--- config.mk ---
export PLATFORM = sky130hd
export DESIGN_NAME = ax25_radio_packet_framer_unit
export DESIGN_NICKNAME = d
export VERILOG_FILES = /design/src/hdl/ax25f_pkg.sv /design/src/hdl/ax25f_cfg_regs.sv /design/src/hdl/ax25f_seq.sv /design/src/hdl/ax25_radio_packet_framer_unit.sv
export SDC_FILE = /design/constraint.sdc
export NUM_CORES = 1
export LEC_CHECK = 0
export ABC_AREA = 1
export BUFFER_PORTS_ARGS = -buffer_cell sky130_fd_sc_hd__buf_2
export CORE_MARGIN = 2
export CORE_UTILIZATION = 40
export CTS_CLUSTER_SIZE = 25
export DETAILED_ROUTE_END_ITERATION = 8
export SETUP_SLACK_MARGIN = 0.05
export SLEW_MARGIN = 25
export SYNTH_ARGS = -nofsm -noshare
export SYNTH_HDL_FRONTEND = slang
export SYNTH_HIERARCHICAL = 1
export SYNTH_SLANG_ARGS = --single-unit
--- constraint.sdc ---
create_clock -name aclk -period 5.1 [get_ports aclk]
set_clock_uncertainty 0.05 [all_clocks]
set_input_delay 0.51 -clock aclk [delete_from_list [all_inputs] [get_ports aclk]]
set_output_delay 0.51 -clock aclk [all_outputs]
set_load 0.03 [all_outputs]
--- src/hdl/ax25f_pkg.sv ---
// Shared types, constants and the CRC byte step for the AX.25 UI packet framer.
// No dependencies; every other file of the block imports this package.
`timescale 1ns / 1ps

package ax25f_pkg;

    // Field widths
    localparam int BYTE_W   = 8;
    localparam int ADDR_W   = 48;
    localparam int PHASE_W  = 6;
    localparam int CFG_IDX_W = 8;

    // Register indexes on the configuration port
    localparam logic [CFG_IDX_W-1:0] REG_DEST_ADDR = 8'd0;
    localparam logic [CFG_IDX_W-1:0] REG_SRC_ADDR  = 8'd1;
    localparam logic [CFG_IDX_W-1:0] REG_DEST_SSID = 8'd2;
    localparam logic [CFG_IDX_W-1:0] REG_SRC_SSID  = 8'd3;

    // Register reset values
    localparam logic [ADDR_W-1:0] DEST_ADDR_RST = 48'h86A2_4040_4040;
    localparam logic [ADDR_W-1:0] SRC_ADDR_RST  = 48'h9C6E_8E82_A640;
    localparam logic [BYTE_W-1:0] DEST_SSID_RST = 8'hE0;
    localparam logic [BYTE_W-1:0] SRC_SSID_RST  = 8'hE1;

    // Packet constants
    localparam logic [BYTE_W-1:0] FLAG_BYTE     = 8'h7E;
    localparam logic [BYTE_W-1:0] PREAMBLE_BYTE = 8'hAA;
    localparam logic [BYTE_W-1:0] CONTROL_UI    = 8'h03;
    localparam logic [BYTE_W-1:0] PID_NONE      = 8'hF0;
    localparam logic [BYTE_W-1:0] LEN_OVERHEAD  = 8'd31;
    localparam logic [15:0]       CRC_POLY      = 16'h1021;
    localparam logic [15:0]       CRC_INIT      = 16'hFFFF;

    // Packet byte positions (sequencer phases)
    localparam logic [PHASE_W-1:0] PH_PRE      = 6'd0;
    localparam logic [PHASE_W-1:0] PH_SYNC     = 6'd5;
    localparam logic [PHASE_W-1:0] PH_LEN      = 6'd6;
    localparam logic [PHASE_W-1:0] PH_FLAGS    = 6'd7;
    localparam logic [PHASE_W-1:0] PH_DEST     = 6'd16;
    localparam logic [PHASE_W-1:0] PH_DSSID    = 6'd22;
    localparam logic [PHASE_W-1:0] PH_SRC      = 6'd23;
    localparam logic [PHASE_W-1:0] PH_SSSID    = 6'd29;
    localparam logic [PHASE_W-1:0] PH_CTRL     = 6'd30;
    localparam logic [PHASE_W-1:0] PH_PID      = 6'd31;
    localparam logic [PHASE_W-1:0] PH_DATA     = 6'd32;
    localparam logic [PHASE_W-1:0] PH_ICRC_LO  = 6'd33;
    localparam logic [PHASE_W-1:0] PH_ICRC_HI  = 6'd34;
    localparam logic [PHASE_W-1:0] PH_POST     = 6'd35;
    localparam logic [PHASE_W-1:0] PH_OCRC_LO  = 6'd39;
    localparam logic [PHASE_W-1:0] PH_OCRC_HI  = 6'd40;

    // Configuration register set
    typedef struct packed {
        logic [ADDR_W-1:0] dest_address;
        logic [ADDR_W-1:0] src_address;
        logic [BYTE_W-1:0] dest_station_id;
        logic [BYTE_W-1:0] src_station_id;
    } cfg_t;

    // One held input word
    typedef struct packed {
        logic [BYTE_W-1:0] payload_byte;
        logic [BYTE_W-1:0] payload_length;
        logic              last_byte;
    } item_t;

    // Byte chosen by the sequencer for the current phase
    typedef struct packed {
        logic [BYTE_W-1:0] out_byte;
        logic              run_end;
        logic              packet_end;
    } seq_out_t;

    // CRC-16/CCITT-FALSE, one byte, MSB first
    function automatic logic [15:0] crc16_byte(input logic [15:0] crc_in,
                                               input logic [BYTE_W-1:0] data);
        logic [15:0] crc;
        crc = crc_in ^ {data, 8'h00};
        for (int k = 0; k < 8; k++) begin
            if (crc[15]) begin
                crc = {crc[14:0], 1'b0} ^ CRC_POLY;
            end else begin
                crc = {crc[14:0], 1'b0};
            end
        end
        return crc;
    endfunction

endpackage

--- src/hdl/ax25f_cfg_regs.sv ---
// Configuration register file: addresses and SSIDs of the framer.
// Depends on ax25f_pkg.
`timescale 1ns / 1ps

module ax25f_cfg_regs (
    input  logic                           aclk,
    input  logic                           aresetn,
    input  logic                           cfg_valid,
    output logic                           cfg_ready,
    input  logic [ax25f_pkg::CFG_IDX_W-1:0] cfg_index,
    input  logic [ax25f_pkg::ADDR_W-1:0]   cfg_data,
    output ax25f_pkg::cfg_t                cfg_o
);
    import ax25f_pkg::*;

    cfg_t cfg_reg, cfg_next;

    assign cfg_ready = 1'b1;
    assign cfg_o     = cfg_reg;

    // Register write decode; unknown indexes are dropped
    always_comb begin
        cfg_next = cfg_reg;
        if (cfg_valid) begin
            case (cfg_index)
                REG_DEST_ADDR: cfg_next.dest_address    = cfg_data;
                REG_SRC_ADDR:  cfg_next.src_address     = cfg_data;
                REG_DEST_SSID: cfg_next.dest_station_id = cfg_data[BYTE_W-1:0];
                REG_SRC_SSID:  cfg_next.src_station_id  = cfg_data[BYTE_W-1:0];
                default:       cfg_next = cfg_reg;
            endcase
        end
    end

    always_ff @(posedge aclk) begin
        if (!aresetn) begin
            cfg_reg.dest_address    <= DEST_ADDR_RST;
            cfg_reg.src_address     <= SRC_ADDR_RST;
            cfg_reg.dest_station_id <= DEST_SSID_RST;
            cfg_reg.src_station_id  <= SRC_SSID_RST;
        end else begin
            cfg_reg <= cfg_next;
        end
    end

endmodule

--- src/hdl/ax25f_seq.sv ---
// Packet byte sequencer: phase counter, byte select and both running CRCs.
// Depends on ax25f_pkg.
`timescale 1ns / 1ps

module ax25f_seq (
    input  logic                  aclk,
    input  logic                  aresetn,
    input  ax25f_pkg::cfg_t       cfg_i,
    input  ax25f_pkg::item_t      item_i,
    input  logic                  step,
    output ax25f_pkg::seq_out_t   seq_o
);
    import ax25f_pkg::*;

    logic [PHASE_W-1:0] phase_reg, phase_next;
    logic [15:0]        inner_crc_reg, inner_crc_next;
    logic [15:0]        outer_crc_reg, outer_crc_next;

    logic [2:0]         addr_k;
    logic [2:0]         addr_sel;
    logic [ADDR_W-1:0]  addr_word;
    logic [BYTE_W-1:0]  cur_byte;
    logic               feed_inner;
    logic               feed_outer;
    logic               run_end;
    logic               packet_end;

    // Callsign byte index, most significant byte first
    always_comb begin
        if (phase_reg < PH_SRC) begin
            addr_k    = 3'(phase_reg - PH_DEST);
            addr_word = cfg_i.dest_address;
        end else begin
            addr_k    = 3'(phase_reg - PH_SRC);
            addr_word = cfg_i.src_address;
        end
        addr_sel = 3'd5 - addr_k;
    end

    // Byte for the current phase
    always_comb begin
        if (phase_reg < PH_SYNC) begin
            cur_byte = PREAMBLE_BYTE;
        end else if (phase_reg == PH_LEN) begin
            cur_byte = item_i.payload_length + LEN_OVERHEAD;
        end else if (phase_reg < PH_DEST) begin
            cur_byte = FLAG_BYTE;
        end else if (phase_reg == PH_DSSID) begin
            cur_byte = cfg_i.dest_station_id;
        end else if (phase_reg == PH_SSSID) begin
            cur_byte = cfg_i.src_station_id;
        end else if (phase_reg < PH_CTRL) begin
            cur_byte = addr_word[{addr_sel, 3'b000} +: BYTE_W];
        end else if (phase_reg == PH_CTRL) begin
            cur_byte = CONTROL_UI;
        end else if (phase_reg == PH_PID) begin
            cur_byte = PID_NONE;
        end else if (phase_reg == PH_DATA) begin
            cur_byte = item_i.payload_byte;
        end else if (phase_reg == PH_ICRC_LO) begin
            cur_byte = inner_crc_reg[7:0];
        end else if (phase_reg == PH_ICRC_HI) begin
            cur_byte = inner_crc_reg[15:8];
        end else if (phase_reg < PH_OCRC_LO) begin
            cur_byte = FLAG_BYTE;
        end else if (phase_reg == PH_OCRC_LO) begin
            cur_byte = outer_crc_reg[7:0];
        end else begin
            cur_byte = outer_crc_reg[15:8];
        end
    end

    // CRC coverage windows
    assign feed_inner = (phase_reg >= PH_DEST) && (phase_reg <= PH_DATA);
    assign feed_outer = (phase_reg >= PH_LEN) && (phase_reg < PH_OCRC_LO);

    assign packet_end = (phase_reg == PH_OCRC_HI);
    assign run_end    = packet_end || ((phase_reg == PH_DATA) && !item_i.last_byte);

    assign seq_o.out_byte   = cur_byte;
    assign seq_o.run_end    = run_end;
    assign seq_o.packet_end = packet_end;

    // Phase advance: mid-frame words start at the data phase
    always_comb begin
        phase_next     = phase_reg;
        inner_crc_next = inner_crc_reg;
        outer_crc_next = outer_crc_reg;
        if (step) begin
            if (packet_end) begin
                phase_next = PH_PRE;
            end else if (run_end) begin
                phase_next = PH_DATA;
            end else begin
                phase_next = phase_reg + 6'd1;
            end
            if (phase_reg == PH_PRE) begin
                inner_crc_next = CRC_INIT;
                outer_crc_next = CRC_INIT;
            end else begin
                if (feed_inner) begin
                    inner_crc_next = crc16_byte(inner_crc_reg, cur_byte);
                end
                if (feed_outer) begin
                    outer_crc_next = crc16_byte(outer_crc_reg, cur_byte);
                end
            end
        end
    end

    always_ff @(posedge aclk) begin
        if (!aresetn) begin
            phase_reg     <= PH_PRE;
            inner_crc_reg <= CRC_INIT;
            outer_crc_reg <= CRC_INIT;
        end else begin
            phase_reg     <= phase_next;
            inner_crc_reg <= inner_crc_next;
            outer_crc_reg <= outer_crc_next;
        end
    end

    // Phase never runs past the last trailer byte
    a_phase_range: assert property (@(posedge aclk) disable iff (!aresetn)
        phase_reg <= PH_OCRC_HI)
        else $error("sequencer phase out of range");

    // A finished packet returns the sequencer to the preamble
    a_packet_wrap: assert property (@(posedge aclk) disable iff (!aresetn)
        step && packet_end |=> phase_reg == PH_PRE)
        else $error("sequencer did not wrap after packet end");

    // Both CRCs start fresh once the first preamble byte is out
    a_crc_init: assert property (@(posedge aclk) disable iff (!aresetn)
        step && (phase_reg == PH_PRE)
        |=> (inner_crc_reg == CRC_INIT) && (outer_crc_reg == CRC_INIT))
        else $error("CRC not initialized at frame start");

endmodule

--- src/hdl/ax25_radio_packet_framer_unit.sv ---
// Top level of the AX.25 UI radio packet framer: input holding register,
// output register, sequencer and config registers. Depends on ax25f_pkg.
//
//  channel | dir | handshake              | content
//  s_      | in  | s_tvalid / s_tready    | payload word, tlast = final payload byte
//  m_      | out | m_tvalid / m_tready    | packet byte, tlast = packet end
//  cfg_    | in  | cfg_valid / cfg_ready  | register index and write data
//
// One packet byte leaves per cycle unless the output stalls or no word is held.
// A mid-frame word yields its data byte only, the first word of a frame also the
// header, the last word also the trailer; the byte sequencer sets these runs.
// A new word is taken in the cycle its predecessor emits its final byte.
// Reset is synchronous; it idles the block between frames and loads the
// default addresses. Output stalls hold the sequencer and, in turn, the input.
`timescale 1ns / 1ps

module ax25_radio_packet_framer_unit (
    input  logic                            aclk,
    input  logic                            aresetn,
    // input words
    input  logic                            s_tvalid,
    output logic                            s_tready,
    input  logic [15:0]                     s_tdata,   // payload_byte, payload_length
    input  logic                            s_tlast,   // last_byte
    // packet bytes
    output logic                            m_tvalid,
    input  logic                            m_tready,
    output logic [7:0]                      m_tdata,   // out_byte
    output logic                            m_tlast,   // packet_end
    output logic                            m_tuser,   // run_end
    // configuration writes
    input  logic                            cfg_valid,
    output logic                            cfg_ready,
    input  logic [ax25f_pkg::CFG_IDX_W-1:0] cfg_index,
    input  logic [ax25f_pkg::ADDR_W-1:0]    cfg_data
);
    import ax25f_pkg::*;

    cfg_t      cfg;
    seq_out_t  seq_o;

    item_t              hold_reg, hold_next;
    logic               hold_valid_reg, hold_valid_next;
    logic               m_tvalid_reg, m_tvalid_next;
    logic [BYTE_W-1:0]  out_byte_reg, out_byte_next;
    logic               out_run_reg, out_run_next;
    logic               out_pkt_reg, out_pkt_next;

    logic               out_load;
    logic               hold_done;
    logic               s_accept;

    ax25f_cfg_regs u_cfg (
        .aclk      (aclk),
        .aresetn   (aresetn),
        .cfg_valid (cfg_valid),
        .cfg_ready (cfg_ready),
        .cfg_index (cfg_index),
        .cfg_data  (cfg_data),
        .cfg_o     (cfg)
    );

    ax25f_seq u_seq (
        .aclk    (aclk),
        .aresetn (aresetn),
        .cfg_i   (cfg),
        .item_i  (hold_reg),
        .step    (out_load),
        .seq_o   (seq_o)
    );

    // Handshake control
    assign out_load  = hold_valid_reg && (!m_tvalid_reg || m_tready);
    assign hold_done = out_load && seq_o.run_end;
    assign s_tready  = !hold_valid_reg || hold_done;
    assign s_accept  = s_tvalid && s_tready;

    // Input holding register
    always_comb begin
        hold_next       = hold_reg;
        hold_valid_next = hold_valid_reg;
        if (s_accept) begin
            hold_next.payload_byte   = s_tdata[7:0];
            hold_next.payload_length = s_tdata[15:8];
            hold_next.last_byte      = s_tlast;
            hold_valid_next          = 1'b1;
        end else if (hold_done) begin
            hold_valid_next = 1'b0;
        end
    end

    // Output register
    always_comb begin
        out_byte_next = out_byte_reg;
        out_run_next  = out_run_reg;
        out_pkt_next  = out_pkt_reg;
        m_tvalid_next = m_tvalid_reg;
        if (out_load) begin
            out_byte_next = seq_o.out_byte;
            out_run_next  = seq_o.run_end;
            out_pkt_next  = seq_o.packet_end;
            m_tvalid_next = 1'b1;
        end else if (m_tready) begin
            m_tvalid_next = 1'b0;
        end
    end

    always_ff @(posedge aclk) begin
        if (!aresetn) begin
            hold_valid_reg <= 1'b0;
            m_tvalid_reg   <= 1'b0;
        end else begin
            hold_valid_reg <= hold_valid_next;
            m_tvalid_reg   <= m_tvalid_next;
        end
    end

    always_ff @(posedge aclk) begin
        hold_reg     <= hold_next;
        out_byte_reg <= out_byte_next;
        out_run_reg  <= out_run_next;
        out_pkt_reg  <= out_pkt_next;
    end

    assign m_tvalid = m_tvalid_reg;
    assign m_tdata  = out_byte_reg;
    assign m_tlast  = out_pkt_reg;
    assign m_tuser  = out_run_reg;

    // The packet's final byte always closes its word's run
    a_pkt_closes_run: assert property (@(posedge aclk) disable iff (!aresetn)
        m_tvalid_reg && out_pkt_reg |-> out_run_reg)
        else $error("packet end without run end");

endmodule
# After elaboration in Yosys (flattened, before gate mapping)
# Index checks and enable logic that the tools add are counted.
# Widths: inputs -> output; s select.
[op_classes]
order_cmp = 8
mux = 83
eq_ne = 13
n_shift = 1
n_reduce_logical = 24
n_bitwise = 18
n_addsub = 5
[ops]
columns = ["cell", "n"]
rows = [
  ["$mux 16", 46],
  ["$mux 13", 16],
  ["$mux 8", 13],
  ["$mux 48", 1],
  ["$not 3->3", 16],
  ["$shiftx 48x7->8", 1],
  ["$xor 16x16->16", 2],
  ["$eq 6x6->1 const B", 5],
  ["$eq 6x5->1 const B", 4],
  ["$lt 6x5->1 const B", 3],
  ["$eq 8x2->1 const B", 2],
  ["$mux 6", 2],
  ["$reduce_and 2->1", 6],
  ["$add 8x5->8 const B", 1],
  ["$eq 8x1->1 const B", 1],
  ["$logic_not 8->1", 1],
  ["$reduce_bool 2->1", 4],
  ["$add 6x1->6 const B", 1],
  ["$eq 6x3->1 const B", 1],
  ["$ge 6x3->1 const B", 1],
  ["$ge 6x5->1 const B", 1],
  ["$le 6x6->1 const B", 1],
  ["$logic_and 1x1->1", 6],
  ["$logic_not 6->1", 1],
  ["other kinds (9)", 16],
]
[totals]
word_cells = 167
in_bits = 78
out_inout_bits = 13
regBits = 179

# Longest topological paths before layout
[logic_depth]
word_depth = 54
depth_mapped = 27
ltp_nobuf = 25

# Cells and area by module
# The synthesis kept the hierarchy.
[modules_own_cells]
columns = ["module", "area_per_inst_um2", "n_inst", "cells_each", "seq_area_each_um2"]
rows = [
  ["ax25f_seq", 4593.2, 1, 888, 760.7],
  ["ax25f_cfg_regs", 4570.6, 1, 639, 2242.2],
  ["ax25_radio_packet_framer_unit", 908.4, 1, 40, 850.8],
]

# Worst setup path after synthesis
# Ideal clock, no wire load.
[synth_path]
path_kind = "flip-flop to flip-flop"
from = "register u_seq.phase_reg[0]"
to = "register hold_reg[0] (netlist name), enable pin"
required_ns = 4.653
setup_slack_ns = 2.270
path_stages_with_launch = 11
setup_time_ns = 0.397
path_buffers = 2
period_less_slack_ns = 2.830
t_arrival_ns = 2.383
cell_sequence = "dfxtp_1 -> buf_4 -> clkinv_1 -> ha_1 -> inv_1 -> nor4_1 -> nor2_1 -> inv_1 -> buf_4 -> nand2_2 -> a21oi_1"
[synth_via]
word_cells_on_any_way = 7
classes_between = "eq/ne: 2; reduce/logical: 5"
[synth_lines]
columns = ["item", "line", "source"]
rows = [
  ["start, declared", "ax25f_seq.sv:15", "logic [PHASE_W-1:0] phase_reg, phase_next;"],
  ["start signal, assigned", "ax25f_seq.sv:117", "phase_reg <= phase_next;"],
  ["$eq 6x6->1", "ax25f_seq.sv:77", "assign packet_end = (phase_reg == PH_OCRC_HI);"],
  ["net u_seq.packet_end", "ax25f_seq.sv:26", "logic packet_end;"],
  ["$logic_or 1x1->1", "ax25f_seq.sv:78", "assign run_end = packet_end || ((phase_reg == PH_DATA) && !item_i.last_byte);"],
  ["net u_seq.run_end", "ax25f_seq.sv:25", "logic run_end;"],
  ["$logic_and 1x1->1", "ax25_radio_packet_framer_unit.sv:74", "assign hold_done = out_load && seq_o.run_end;"],
  ["$logic_or 1x1->1", "ax25_radio_packet_framer_unit.sv:75", "assign s_tready = !hold_valid_reg || hold_done;"],
  ["$logic_and 1x1->1", "ax25_radio_packet_framer_unit.sv:76", "assign s_accept = s_tvalid && s_tready;"],
  ["end signal, assigned", "ax25_radio_packet_framer_unit.sv:119", "hold_reg <= hold_next;"],
  ["end, declared", "ax25_radio_packet_framer_unit.sv:42", "item_t hold_reg, hold_next;"],
]
# The timed path passes the listed nets, and every way through them passes these cells.
# A chain may end at the register's enable or synchronous reset.

# Worst setup path after layout
[layout_path]
from = "register u_seq.phase_reg[2]"
to = "register u_seq.inner_crc_reg[14]"
[layout_via]
elab_chain_len = 42
word_cells_on_any_way = 67
classes_between = "add/sub: 3; order compare: 7; eq/ne: 9; shift: 1; mux: 41; bitwise: 2; reduce/logical: 4"
[layout_lines]
columns = ["item", "line", "source"]
rows = [
  ["parallel branches: the longest is 42 deep, another holds $lt 6x5->1", "--", ""],
  ["end signal, assigned", "ax25f_seq.sv:118", "inner_crc_reg <= inner_crc_next;"],
  ["end, declared", "ax25f_seq.sv:16", "logic [15:0] inner_crc_reg, inner_crc_next;"],
]
# Parallel ways; which one is timed is not known. The select of a mux whose other input is x is not followed.

==> run_results.csv <==
group,metric,value,unit
outcome,outcome,"finished, final reports clean",
drt,routed_wl,30.3,mm
hold_path,hold_path_class,"in -> reg",
timing,fmax,0.250,GHz
floorplan,initial_core_util,0.403,
critical_path,cp_top_family,"simple AND/OR/NAND/NOR gates",
global_route,antenna_found_initial,0,
critical_path,critical_path_depth,24,
logic_synthesis,syn-cell-area,10100,um2
cts,clock_path_buffers,2,
logic_synthesis,postSynthAreaPerCell,6.43,um2
cells_and_area,nets,1688,
cts,clock_latency,440,ps
cts,cts_sinks,179,
logic_synthesis,synth_adder_area_share,0.00870,
timing,fin_setup_tns,0,ps
logic_synthesis,synth_compound_gate_area_share,0.103,
critical_path,ff2ff_path_depth,24,
timing,fin_crit_sh,0.784,
logic_synthesis,yosysUniqueCellTypes,42,
critical_path,cp_max_fo,20,
cts,cts_tree,"yes",
critical_path,cpPeakStageDelay,500,ps
pwr,finalPower,3.18,mW
critical_path,endpoint,"u_seq/inner_crc_reg[14]$_SDFFE_PN1P_",
drt,antenna_left,0,
cts,cts.clk_slew.worst_paths,70,ps
pwr,p_per_area,284,nW/um2
cts,hold_buffers,0,
drt,drcViolationCount,0,
logic_synthesis,yosysWarnings,6,
logic_synthesis,synth_ff_type,"dfxtp_1",
logic_synthesis,synth_top_family_by_area,"simple AND/OR/NAND/NOR gates",
timing,setup_ws,1100,ps
job,maxCapViolations,0,
cells_and_area,final_common_cell,"nand2_1",
critical_path,crit_type,"reg -> reg",
floorplan,core,25000,um2
placement,dp_cells,1914,
pwr,p_int,2.24,mW
drt,via_per_inst,5.18,
timing,setup_viol,0,
floorplan,io_pins,91,
cells_and_area,instances_no_fill,1946,
cells_and_area,seq_area,3850,um2
drt,vias,10100,
placement,io_buffers,89,
cts,clockRootBuffer,"clkbuf_16",
global_route,grt_pass1_vias,8921,
timing,post-route-min-period,4000,ps
logic_synthesis,synthCells,1567,
logic_synthesis,yosys-top-cells-area,"dfxtp_1 30%, nand2_1 19%, nand3_1 13%",
cts,cts_buffers,17,
timing,slew_viol_final,0,
floorplan,die_x,163,um
floorplan,std_cell_rows,58,
cells_and_area,multi_input_area,5270,um2
global_route,grt_pass1_wl,47.7,mm
cts,cts_resized,0,
global_route,grt_max_degree,165,
pwr,p_sw,0.943,mW
placement,place_congestion,0.920,
critical_path,cp.required,5380,ps
drt,dr.pass1.iters,6,
placement,preCtsSetupSlack,1200,ps
cts,post-cts-setup-buffer-count,0,
global_route,grt_usage,0.228,
hold_path,holdCritStartpoint,"s_tdata[7]",
cells_and_area,final_layout_size_suffix_gt1_frac,0.112,
critical_path,crit_path_frequent_cell,"nand2_1",
placement,hpwl,21.2,mm
floorplan,dieArea,26500,um2
critical_path,cp_slowest_cell,"dfxtp_1",
timing,rsz0062_at_grt,"no",
pwr,max-vdd-ir-drop,0.162,mV
drt,dr.first_iter.drc_count,914,
pwr,p_sw_frac,0.296,
logic_synthesis,synth_xor_area_frac,0.00522,
critical_path,setup.worst_path.end_class,"flip-flop",
cells_and_area,antenna_cells,0,
logic_synthesis,async_flop_share,0,
pwr,p_seq_frac,0.472,
critical_path,cp.arrival,4270,ps
drt,wire_per_inst,15.6,um
cells_and_area,mostFrequentLayoutCells,"505 x nand2_1, 269 x nand3_1, 152 x dfxtp_1",
timing,maxSlewHeadroom,0.297,
pwr,pwr-share-comb,0.121,
critical_path,cp_cell_sequence,"inv_2 > nor2_2 > nand3_2 > nand2_2 > buf_4 > nand2_1 > nand2_4 > nand2_1 > inv_2 > nand2_1 > nand3_1 > nand2_1 > nand2_1 > nand2_1 > nand2_1 > nand2_1 > nand2_1 > nand2_2 > nand3_1 > nand2_1 > nand2_1 > nand3_1 > nand2_1 > nand2_1",
logic_synthesis,synth_top_cell_by_area,"dfxtp_1",
logic_synthesis,ys_seq_area_frac,0.383,
critical_path,setup.worst_path.start_class,"flip-flop",
global_route,grt.overflow.total,0,
timing,worstMarginPinSlew,1050,ps
timing,hold_viol,0,
critical_path,r2r_start,"u_seq/phase_reg[2]$_SDFFE_PN0P_",
critical_path,critical_path.startpoint,"u_seq/phase_reg[2]$_SDFFE_PN0P_",
floorplan,die_h,163,um
cts,htreeDepth,4,
logic_synthesis,syn-num-nets,1652,
cells_and_area,area_growth,11.4,%
cells_and_area,fill_cells,2728,
logic_synthesis,yosys-mux-area-fraction,0.000994,
pwr,clkPwrFrac,0.406,
critical_path,r2r_setup_slack,1100,ps
logic_synthesis,synth_edf_count,27,
logic_synthesis,synthSimpleGateAreaFrac,0.401,
cells_and_area,largest_reg_flops,112,
logic_synthesis,ys_ff_latch,179,
hold_path,whs_path_depth,1,
logic_synthesis,yosysTopAreaCellShare,0.302,
critical_path,worstPathBufferInverterCount,3,
critical_path,r2r-end,"u_seq/inner_crc_reg[14]$_SDFFE_PN1P_",
pwr,leakagePower,5.35,nW
cells in the mapped netlist, drive strengths merged (2+ instances only):
cell type,count
or2,8
inv,144
nand3,270
clkbuf,29
nor2,128
nand3b,3
dfxtp,152
o21ai,40
a21oi,140
nor4,2
nor3,6
buf,56
xor2,5
edfxtp,27
clkinv,4
o211ai,11
nand4,2
ha,7
nand2,523
a31oi,3
final cells by class:
class	count	share of cell area
sequential	179	0.344
timing repair buffer	102	0.0498
clock buffer	17	0.0379
tap	330	0.0368
inverter	148	0.0495
clock inverter	15	0.0127
multi-input combinational	1155	0.470
through the flow:
| step | instance area [um2] | hold WS, ps | util |
|---|---|---|---|
| floorplan | 10100 | 374 | - |
| global placement | 10600 | 386 | 0.426 |
| detailed placement | 10600 | 393 | 0.426 |
| CTS | 11200 | 177 | 0.449 |
| global route | 11200 | 177 | 0.449 |
| finish | 11200 | 191 | 0.449 |
cell families (layout without fill, tap and decap cells):
kind of cell	count (synthesis)	count (layout)
AOI/OAI and AO/OA	198	198
xor gates and xnor gates	6	6
adders and majority gates	7	7
buffers and inverters	233	282
DFF	179	179
muxes	1	1
other	1	1
and+or+nand+nor	942	942
per-layer routing:
layer  track usage  share of wire
met5             0              0
met4        0.0442         0.0094
met3        0.0415          0.061
met2         0.363           0.46
met1         0.324           0.47
power groups by stage:
stage | sequential (mW) | combinational, mW | clock (mW)
6_report | 1.50 | 0.386 | 1.29
5_1_grt | 1.51 | 0.433 | 1.38
4_1_cts | 1.50 | 0.382 | 1.33
3_5_place_dp | 1.53 | 0.380 | 0
3_3_place_gp | 1.54 | 0.379 | 0
2_1_floorplan | 1.53 | 0.261 | 0
worst min-delay path by stage:
stage	endpoint	slack (ps)
6_report	hold_reg[16]$_DFFE_PP_	190
5_1_grt	hold_reg[9]$_DFFE_PP_	180
4_1_cts	hold_reg[3]$_DFFE_PP_	180
3_5_place_dp	u_cfg/cfg_o[101]$_SDFFE_PN1P_	390
3_3_place_gp	u_cfg/cfg_o[6]$_SDFFE_PN1P_	390
2_1_floorplan	u_cfg/cfg_o[5]$_SDFFE_PN1P_	370
Power figures use the tool's default switching activity.
